==> src/rtl/ntre_pkg.sv <==
// Package for the note table range editor: command codes, entry layout
// and the sort key helper. No dependencies.
package ntre_pkg;

  typedef enum logic [1:0] {
    MODE_ADD      = 2'd0,
    MODE_CLEAR    = 2'd1,
    MODE_REMOVE   = 2'd2,
    MODE_TRUNCATE = 2'd3
  } mode_e;

  localparam int unsigned TickW = 24;
  localparam int unsigned ChanW = 8;
  localparam int unsigned KeyW  = 7;
  localparam int unsigned VolW  = 7;
  localparam int unsigned SortW = ChanW + TickW + KeyW;

  typedef struct packed {
    logic [ChanW-1:0] chan;
    logic [TickW-1:0] start;
    logic [TickW-1:0] length;
    logic [KeyW-1:0]  key;
    logic [VolW-1:0]  volume;
  } note_t;

  function automatic logic [SortW-1:0] sort_key(input note_t n);
    sort_key = {n.chan, n.start, n.key};
  endfunction

endpackage

==> src/rtl/ntre_cmp.sv <==
// Shared compare unit of the note table editor: one entry against the
// command operands and against a held entry's sort key. Uses ntre_pkg.
module ntre_cmp (
  input  ntre_pkg::note_t          a_i,
  input  ntre_pkg::note_t          b_i,
  input  logic [ntre_pkg::TickW-1:0] lo_i,
  input  logic [ntre_pkg::TickW-1:0] hi_i,
  input  logic [ntre_pkg::ChanW-1:0] chan_i,
  input  logic                     all_i,
  output logic                     a_gt_b_o,
  output logic                     chan_hit_o,
  output logic                     in_range_o,
  output logic                     start_ge_o,
  output logic                     end_gt_o
);
  import ntre_pkg::*;
  logic [TickW:0] a_end;
  assign a_end      = {1'b0, a_i.start} + {1'b0, a_i.length};
  assign a_gt_b_o   = sort_key(a_i) > sort_key(b_i);
  assign chan_hit_o = all_i || (a_i.chan == chan_i);
  assign in_range_o = (a_i.start >= lo_i) && (a_end <= {1'b0, hi_i});
  assign start_ge_o = a_i.start >= lo_i;
  assign end_gt_o   = a_end > {1'b0, lo_i};
endmodule

==> config.mk <==
export PLATFORM = sky130hd
export DESIGN_NAME = ntre_cmp
export DESIGN_NICKNAME = d
export VERILOG_FILES = /design/src/rtl/ntre_pkg.sv /design/src/rtl/ntre_cmp.sv
export SDC_FILE = /design/constraint.sdc
export NUM_CORES = 1
export LEC_CHECK = 0
export BUFFER_PORTS_ARGS = -buffer_cell sky130_fd_sc_hd__buf_2
export CAP_MARGIN = 20
export CORE_MARGIN = 2
export CORE_UTILIZATION = 37
export DETAILED_ROUTE_END_ITERATION = 12
export GPL_TIMING_DRIVEN = 0
export PLACE_DENSITY = 0.68
export SYNTH_ARGS = -nofsm -noshare
export SYNTH_HDL_FRONTEND = slang
export SYNTH_SLANG_ARGS = --single-unit
==> constraint.sdc <==
create_clock -name vclk -period 12.7
set_input_delay 1.905 -clock vclk [all_inputs]
set_output_delay 1.905 -clock vclk [all_outputs]
set_load 0.01 [all_outputs]
======== Yosys cells after proc, flatten, opt, wreduce, memory -nomap -nowiden ========
Index checks and enable logic that the tools add are counted.
word-level totals
  flip-flop bits (word level) ............. 0
  input bits .............................. 197
  logic and storage cells ................. 8
cells by class
  add/sub/neg operators ................... 1
  magnitude comparators ................... 4
  eq/ne operators ......................... 1
  reduce and logical (&&, ||, !) cells .... 2
operator list
  operator           count
  $gt 39x39->1       1
  $add 24x24->25     1
  $gt 25x24->1       1
  $le 25x24->1       1
  $ge 24x24->1       1
  $eq 8x8->1         1
  $logic_and 1x1->1  1
  $logic_or 1x1->1   1

======== Depth between registers and ports, before layout ========
Gate-level depths: netlist of the first run.
  depth in word-level cells ............... 3
  gate-level depth with buffers ........... 20
  depth with buffers taken out ............ 20

======== Worst setup path after synthesis of the first run ========
OpenSTA, ideal clock, no wires.
  path kind ............................... input to output
  start point ............................. input port a_i[21] in the netlist's numbering
  end point ............................... output port in_range_o
  arrival time ............................ 5.578 ns
  data required time ...................... 10.795 ns
  slack ................................... 5.217 ns
  stages .................................. 17
  path buffers ............................ 0
  cell sequence ........................... ha_1 a211oi_2 o21ai_1 a211oi_2 or3b_1 a21bo_2 a221oi_4 nor4_1 a311o_1 ha_1 a21o_1 a21oi_1 o21ai_0 a2111oi_0 o21a_1 o21ai_0 a211oi_1
on the way
  longest elaborated chain between the ends .. 3
RTL lines
  what               RTL line        RTL
  start, declared    ntre_cmp.sv:4   input ntre_pkg::note_t a_i,
  $add 24x24->25     ntre_cmp.sv:18  assign a_end = {1'b0, a_i.start} + {1'b0, a_i.length};
  $le 25x24->1       ntre_cmp.sv:21  assign in_range_o = (a_i.start >= lo_i) && (a_end <= {1'b0, hi_i});
  $logic_and 1x1->1  ntre_cmp.sv:21
  end, declared      ntre_cmp.sv:12  output logic in_range_o,
No other way between the ends.

======== Worst setup path in the final report of the first run ========
  start point ............................. input port a_i[45] in the netlist's numbering
  end point ............................... output port in_range_o
on the way
  longest elaborated chain between the ends .. 3
RTL lines
  what                 RTL line
  $add 24x24->25       ntre_cmp.sv:18
  $le 25x24->1         ntre_cmp.sv:21
  $logic_and 1x1->1 *  ntre_cmp.sv:21
Every way passes the cells marked *; elsewhere a longest branch is shown, timed or not.

==> flow_summary_export.csv, run 1 <==
group,metric,value,unit
timing,min_period,8230,ps
placed_design,post-place-cells,847,
flow_run,timing.max_cap.violations,0,
power,cellPowerDensity,46.3,nW/um^2
power,pwr-share-comb,100.0,%
floorplan,pin_count,202,
power,share_clk_of_total_power,0,%
final_layout,nFlopsAndLatches,0,
final_layout,fin_cells,847,
timing,worst_slew_pin_slew,619,ps
final_layout,area_occupied_by_registers,0,sq um
detailed_routing,drt_pre_antenna_iters,4,
hold_path,hold_depth,3,
floorplan,floorplan.die.width,108,um
detailed_routing,ant_nets,0,
timing,timing.final.setup_violations,0,
detailed_routing,drt-total-wl,12000,um
final_layout,synthToLayoutAreaGrowth,24.8,%
timing,rsz0062_at_grt,"false",
detailed_routing,routedWlPerCell,14.2,um
timing,drv_slew,0,
power,internal-power,0.108,mW
synth,synthTopCellsByArea,"sky130_fd_sc_hd__ha_1 (42%), sky130_fd_sc_hd__inv_1 (9.0%), sky130_fd_sc_hd__a21oi_1 (5.9%)",
detailed_routing,drc,0,
hold_path,hold_path.class,"input port to output pin",
timing,tns,0,ps
global_routing,globalRoute.totalOverflow,0,
synth,synth_nets,876,
timing,clock.fmax,0.121,GHz
global_routing,grt_first_pass_wirelength,19900,um
global_routing,grtUsageTotal,20.6,%
clock_network,cts_post_setup_buffers_inserted,0,
placed_design,dp_hpwl,11100,um
hold_path,hold_path_end,"chan_hit_o",
setup_path,endpoint_kind,"output pin",
timing,final_layout_worst_hold_slack,4100,ps
synth,yosysWarnings,0,
final_layout,antenna_cells,0,
outcome,outcome,"finished clean",
synth,synth.most_common_cell,"sky130_fd_sc_hd__ha_1",
setup_path,crit_type,"input port to output pin",
synth,synth_seq_area_share,0,%
synth,synth_largest_area_cell,"sky130_fd_sc_hd__ha_1",
power,switching_power,0.124,mW
power,power.static_leakage,2.98,nW
synth,top_cells_by_instance_count_after_synthesis,"sky130_fd_sc_hd__ha_1 (135), sky130_fd_sc_hd__inv_1 (96), sky130_fd_sc_hd__a21oi_1 (47)",
placed_design,globalplace.congestion,0.869,
clock_network,postCtsResizedCells,0,
floorplan,fp.dieArea,11700,sq um
power,peak_supply_drop,0.0150,mV
synth,postSynthAreaPerCell,7.39,sq um
setup_path,critical_path_peak_fanout,5,
global_routing,grt_max_degree,10,
global_routing,initial_antenna_violation_count,1,
placed_design,numPortBuffers,164,
synth,area_of_the_mapped_netlist,4010,sq um
power,power_after_layout,0.232,mW
timing,finalHoldViolations,0,
power,power_switching_share,53.5,%
floorplan,chipHeight,108,um
final_layout,finish.net_count,1042,
detailed_routing,route.detailed.vias_per_inst,5.21,
floorplan,coreArea,10700,sq um
setup_path,worstSetupStartpointType,"input port",
global_routing,first_global_vias,4504,
detailed_routing,routed-via-count,4411,
final_layout,layout-drive-gt1-share,24.6,%
final_layout,num-clock-buffers,0,
power,seqPwrFrac,0,%
hold_path,hold_path.startpoint,"all_i",
synth,synth_top_area_share,42.1,%
synth,yosysUniqueCellTypes,51,
floorplan,core.rowCount,38,
setup_path,critical_path_arrival,6330,ps
floorplan,start_util,37.5,%
timing,final_min_period_over_clock_period,64.8,%
timing,maxSlewHeadroom,58.2,%
detailed_routing,detail_route.iter0.violations,136,
synth,synth_cells,543,
clock_network,cts_hold_buffers,0,
setup_path,worst-endpoint-required,10800,ps
-- critical path: stages --
cell and delay (ps):
sky130_fd_sc_hd__buf_2 130, sky130_fd_sc_hd__ha_1 350, sky130_fd_sc_hd__a211oi_2 240, sky130_fd_sc_hd__o21ai_1 170
sky130_fd_sc_hd__a211oi_2 200, sky130_fd_sc_hd__or3b_1 390, sky130_fd_sc_hd__a21bo_2 250, sky130_fd_sc_hd__a221oi_4 360
sky130_fd_sc_hd__nor4_1 80, sky130_fd_sc_hd__a311o_1 320, sky130_fd_sc_hd__ha_1 300, sky130_fd_sc_hd__a21o_1 160
sky130_fd_sc_hd__a21oi_1 140, sky130_fd_sc_hd__o21ai_0 160, sky130_fd_sc_hd__a2111oi_0 440, sky130_fd_sc_hd__o21a_1 180
sky130_fd_sc_hd__o21ai_0 100, sky130_fd_sc_hd__a211oi_1 260, sky130_fd_sc_hd__buf_2 190
-- metal layers --
layer	vias up	track usage (%)	part of all wire, %
li1	2298	-	-
met1	1957	25.4	43
met2	148	39.4	49
met3	8	2.29	6.9
met4	0	1.65	0.88
met5	-	0	0
-- cells by family (layout without fill, tap and decap cells) --
group	after synthesis	in the layout	share of synthesized area, %
adder cells (fa/ha/maj)	136	136	42.6
AND/OR/NAND/NOR	122	122	16.0
XOR/XNOR	25	25	5.46
buffers and inverters	98	262	9.17
AO/OA/AOI/OAI	161	161	26.5
multiplexers	1	1	0.249
-- layout make-up --
class	count	area, sq um
Fill cell	1107	5690
Multi-Input combinational cell	445	3640
Timing Repair Buffer	164	821
Buffer	2	7.51
Tap cell	140	175
Inverter	96	360
-- worst max path at each step --
stage | cells past startpoint | start | endpoint | slack, ps
after floorplan | 17 | a_i[21] | in_range_o | 5220
final | 19 | a_i[45] | in_range_o | 4470
after CTS | 19 | a_i[45] | in_range_o | 4430
after detailed placement | 19 | a_i[45] | in_range_o | 4470
after global routing | 19 | a_i[45] | in_range_o | 4090
after global placement | 19 | a_i[45] | in_range_o | 4520
-- stage by stage --
| stage | worst slack, ps | utilization (%) | area [sq um] |
|---|---|---|---|
| 6_report | 4470 | 46.8 | 5010 |
| 5_1_grt | 4090 | 46.8 | 5010 |
| 4_1_cts | 4430 | 46.8 | 5010 |
| 3_5_place_dp | 4470 | 46.8 | 5010 |
| 3_3_place_gp | 4520 | 46.8 | 5010 |
| 2_1_floorplan | 5220 | - | 4010 |
-- power by group through the flow --
stage	clock, mW	sequential, mW	combinational [mW]
floorplan	0	0	0.156
global placement	0	0	0.222
detailed placement	0	0	0.231
CTS	0	0	0.233
global route	0	0	0.267
finish	0	0	0.232
-- layout by cell type, fill, tap and decap left out, types with 4 or more instances in the layout --
cell,instances
sky130_fd_sc_hd__nor2_1,30
sky130_fd_sc_hd__nor2b_1,13
sky130_fd_sc_hd__nand4_1,14
sky130_fd_sc_hd__nand2_1,14
sky130_fd_sc_hd__ha_1,135
sky130_fd_sc_hd__o21a_1,7
sky130_fd_sc_hd__nor3_1,5
sky130_fd_sc_hd__nand3_1,16
sky130_fd_sc_hd__and3_1,6
sky130_fd_sc_hd__o211ai_1,4
sky130_fd_sc_hd__xnor2_1,14
sky130_fd_sc_hd__nand2b_1,12
sky130_fd_sc_hd__a21oi_1,47
sky130_fd_sc_hd__xor2_1,11
sky130_fd_sc_hd__a211oi_1,8
sky130_fd_sc_hd__inv_1,96
sky130_fd_sc_hd__o21ai_0,32
sky130_fd_sc_hd__nor4_1,4
sky130_fd_sc_hd__buf_2,164
sky130_fd_sc_hd__a31oi_1,5
sky130_fd_sc_hd__a21o_1,31
Power figures use the tool's default switching activity.
==> inputs of run 2 (changes only) <==
Settings changed: ABC_AREA set to 1, PLACE_DENSITY 0.68 to 0.67.
Clock period 12.7 ns to 8.1 ns, I/O delays scaled along.
==> flow_summary_export.csv, run 2 <==
group,metric,value,unit
detailed_routing,route.detailed.vias_per_inst,4.87,
synth,synth_top_area_share,38.3,%
power,power.static_leakage,3.34,nW
setup_path,critical_path_peak_fanout,3,
synth,top_cells_by_instance_count_after_synthesis,"sky130_fd_sc_hd__inv_1 (151), sky130_fd_sc_hd__nand2_1 (139), sky130_fd_sc_hd__ha_1 (135)",
floorplan,core.rowCount,39,
timing,maxSlewHeadroom,67.5,%
floorplan,floorplan.die.width,113,um
timing,clock.fmax,0.175,GHz
power,cellPowerDensity,72.0,nW/um^2
setup_path,worst-endpoint-required,6880,ps
floorplan,coreArea,11500,sq um
detailed_routing,drt_pre_antenna_iters,8,
global_routing,grt_max_degree,7,
synth,yosysUniqueCellTypes,37,
timing,postLayoutSetupSlackWorst,2380,ps
timing,final_min_period_over_clock_period,70.6,%
final_layout,synthToLayoutAreaGrowth,22.7,%
setup_path,endpoint_kind,"output pin",
outcome,violations_in_the_final_reports,"DRC",
outcome,outcome,"finished with violations",
hold_path,hold_path.startpoint,"all_i",
placed_design,place_area,5410,sq um
timing,min_period,5720,ps
final_layout,antenna_cells,0,
synth,synth_largest_area_cell,"sky130_fd_sc_hd__ha_1",
final_layout,fin_util,46.9,%
setup_path,crit_start,"a_i[38]",
placed_design,numPortBuffers,164,
final_layout,fillerInstances,1279,
clock_network,cts_hold_buffers,0,
timing,drv_slew,0,
setup_path,crit_type,"input port to output pin",
final_layout,stdcell_area,5410,sq um
synth,synth.most_common_cell,"sky130_fd_sc_hd__inv_1",
final_layout,area_occupied_by_registers,0,sq um
placed_design,place_ws,2390,ps
timing,tns,0,ps
power,power_after_layout,0.389,mW
power,peak_supply_drop,0.0215,mV
timing,finalHoldViolations,0,
final_layout,num-clock-buffers,0,
global_routing,initial_antenna_violation_count,1,
final_layout,nFlopsAndLatches,0,
final_layout,finish.net_count,1206,
global_routing,first_global_vias,4863,
flow_run,timing.max_cap.violations,0,
floorplan,chipHeight,113,um
final_layout,commonest_non_fill_non_tap_cell_in_the_layout,"sky130_fd_sc_hd__buf_2",
final_layout,layout-drive-gt1-share,21.6,%
timing,worst_slew_pin_slew,484,ps
floorplan,pin_count,202,
synth,synth_cells,707,
setup_path,worstSetupStartpointType,"input port",
detailed_routing,ant_nets,0,
synth,synth_seq_area_share,0,%
floorplan,start_util,38.3,%
hold_path,hold_depth,4,
clock_network,postCtsResizedCells,0,
timing,timing.final.setup_violations,0,
synth,synthTopCellsByArea,"sky130_fd_sc_hd__ha_1 (38%), sky130_fd_sc_hd__inv_1 (13%), sky130_fd_sc_hd__nand2_1 (12%)",
synth,area_of_the_mapped_netlist,4410,sq um
global_routing,grtUsageTotal,20.2,%
placed_design,globalplace.congestion,0.899,
global_routing,grt_first_pass_wirelength,21500,um
timing,rsz0062_at_grt,"false",
global_routing,globalRoute.totalOverflow,0,
synth,synth_nets,1040,
floorplan,fp.dieArea,12800,sq um
final_layout,layout.cells.most_common_list,"sky130_fd_sc_hd__buf_2 (164), sky130_fd_sc_hd__inv_1 (151), sky130_fd_sc_hd__nand2_1 (139), sky130_fd_sc_hd__ha_1 (135), sky130_fd_sc_hd__a21oi_1 (71)",
detailed_routing,drc,7,
placed_design,dp_hpwl,12100,um
detailed_routing,routed-via-count,4939,
synth,yosysWarnings,0,
detailed_routing,routedWlPerCell,12.7,um
detailed_routing,drt-total-wl,12800,um
detailed_routing,detail_route.iter0.violations,153,
setup_path,critical_path_arrival,4500,ps
clock_network,cts_post_setup_buffers_inserted,0,
synth,postSynthAreaPerCell,6.23,sq um
hold_path,hold_path.class,"input port to output pin",
## run 2: cell types whose count changed after synthesis, sizes merged, moves of 7 or more
cell / before / now
nand2b: 12 / 0
nor3: 5 / 12
a21oi: 47 / 73
nand2: 14 / 145
nor2: 30 / 56
nor2b: 13 / 0
nand3: 16 / 26
inv: 96 / 151
a21o: 31 / 2
a211oi: 10 / 3
## run 2: report_power, final
group / switching (mW) / total, mW / internal, mW
Clock: 0 / 0 / 0
Combinational: 0.229 / 0.389 / 0.161
Sequential: 0 / 0 / 0
Total: 0.229 / 0.389 / 0.161
## run 2: cells by family (layout without fill, tap and decap cells)
kind of cell    after synthesis  in the layout  share of synthesized area (%)
compound gates              131            131                           17.0
xor+xnor                     23             23                           4.57
fa+ha+maj                   136            136                           38.8
buf+inv                     151            315                           12.9
simple gates                266            266                           26.8
## run 2: final cells by class
cell class	instances	area, sq um	area share (%)
Timing Repair Buffer	164	821	15.2
Inverter	151	567	10.5
Tap cell	143	179	3.31
Multi-Input combinational cell	556	3840	71.0
## run 2: path summary, 6_finish.rpt
check / slack (ps) / endpoint
hold / removal: 2690 / chan_hit_o
setup / recovery: 2380 / in_range_o
## run 2: per-stage QoR
stage	hold slack [ps]	std cells
2_1_floorplan	2540	707
3_3_place_gp	2690	1014
3_5_place_dp	2690	1014
4_1_cts	2700	1014
5_1_grt	2740	1014
6_report	2690	1014
## run 2: routing by layer
layer	GRT usage, %	part of all wire (%)
met3	3.43	7.6
met5	0	0.10
met2	37.4	48
met1	25.4	44
met4	1.38	0.62
## run 2: critical path, cell delays in order
cell and delay [ps]:
sky130_fd_sc_hd__buf_2 120, sky130_fd_sc_hd__ha_1 170, sky130_fd_sc_hd__inv_1 100, sky130_fd_sc_hd__fa_1 410, sky130_fd_sc_hd__nand3b_1 180, sky130_fd_sc_hd__nand2_1 160, sky130_fd_sc_hd__inv_1 100, sky130_fd_sc_hd__o21ai_2 210
sky130_fd_sc_hd__a21oi_2 120, sky130_fd_sc_hd__o21ai_2 160, sky130_fd_sc_hd__xor2_1 240, sky130_fd_sc_hd__ha_1 290, sky130_fd_sc_hd__a21oi_1 130, sky130_fd_sc_hd__o21ai_0 100, sky130_fd_sc_hd__a21oi_1 250, sky130_fd_sc_hd__nand2_1 90
sky130_fd_sc_hd__nand2_1 60, sky130_fd_sc_hd__nand2_1 40, sky130_fd_sc_hd__nand2_1 60, sky130_fd_sc_hd__nand2_1 40, sky130_fd_sc_hd__a21oi_1 110, sky130_fd_sc_hd__buf_2 140
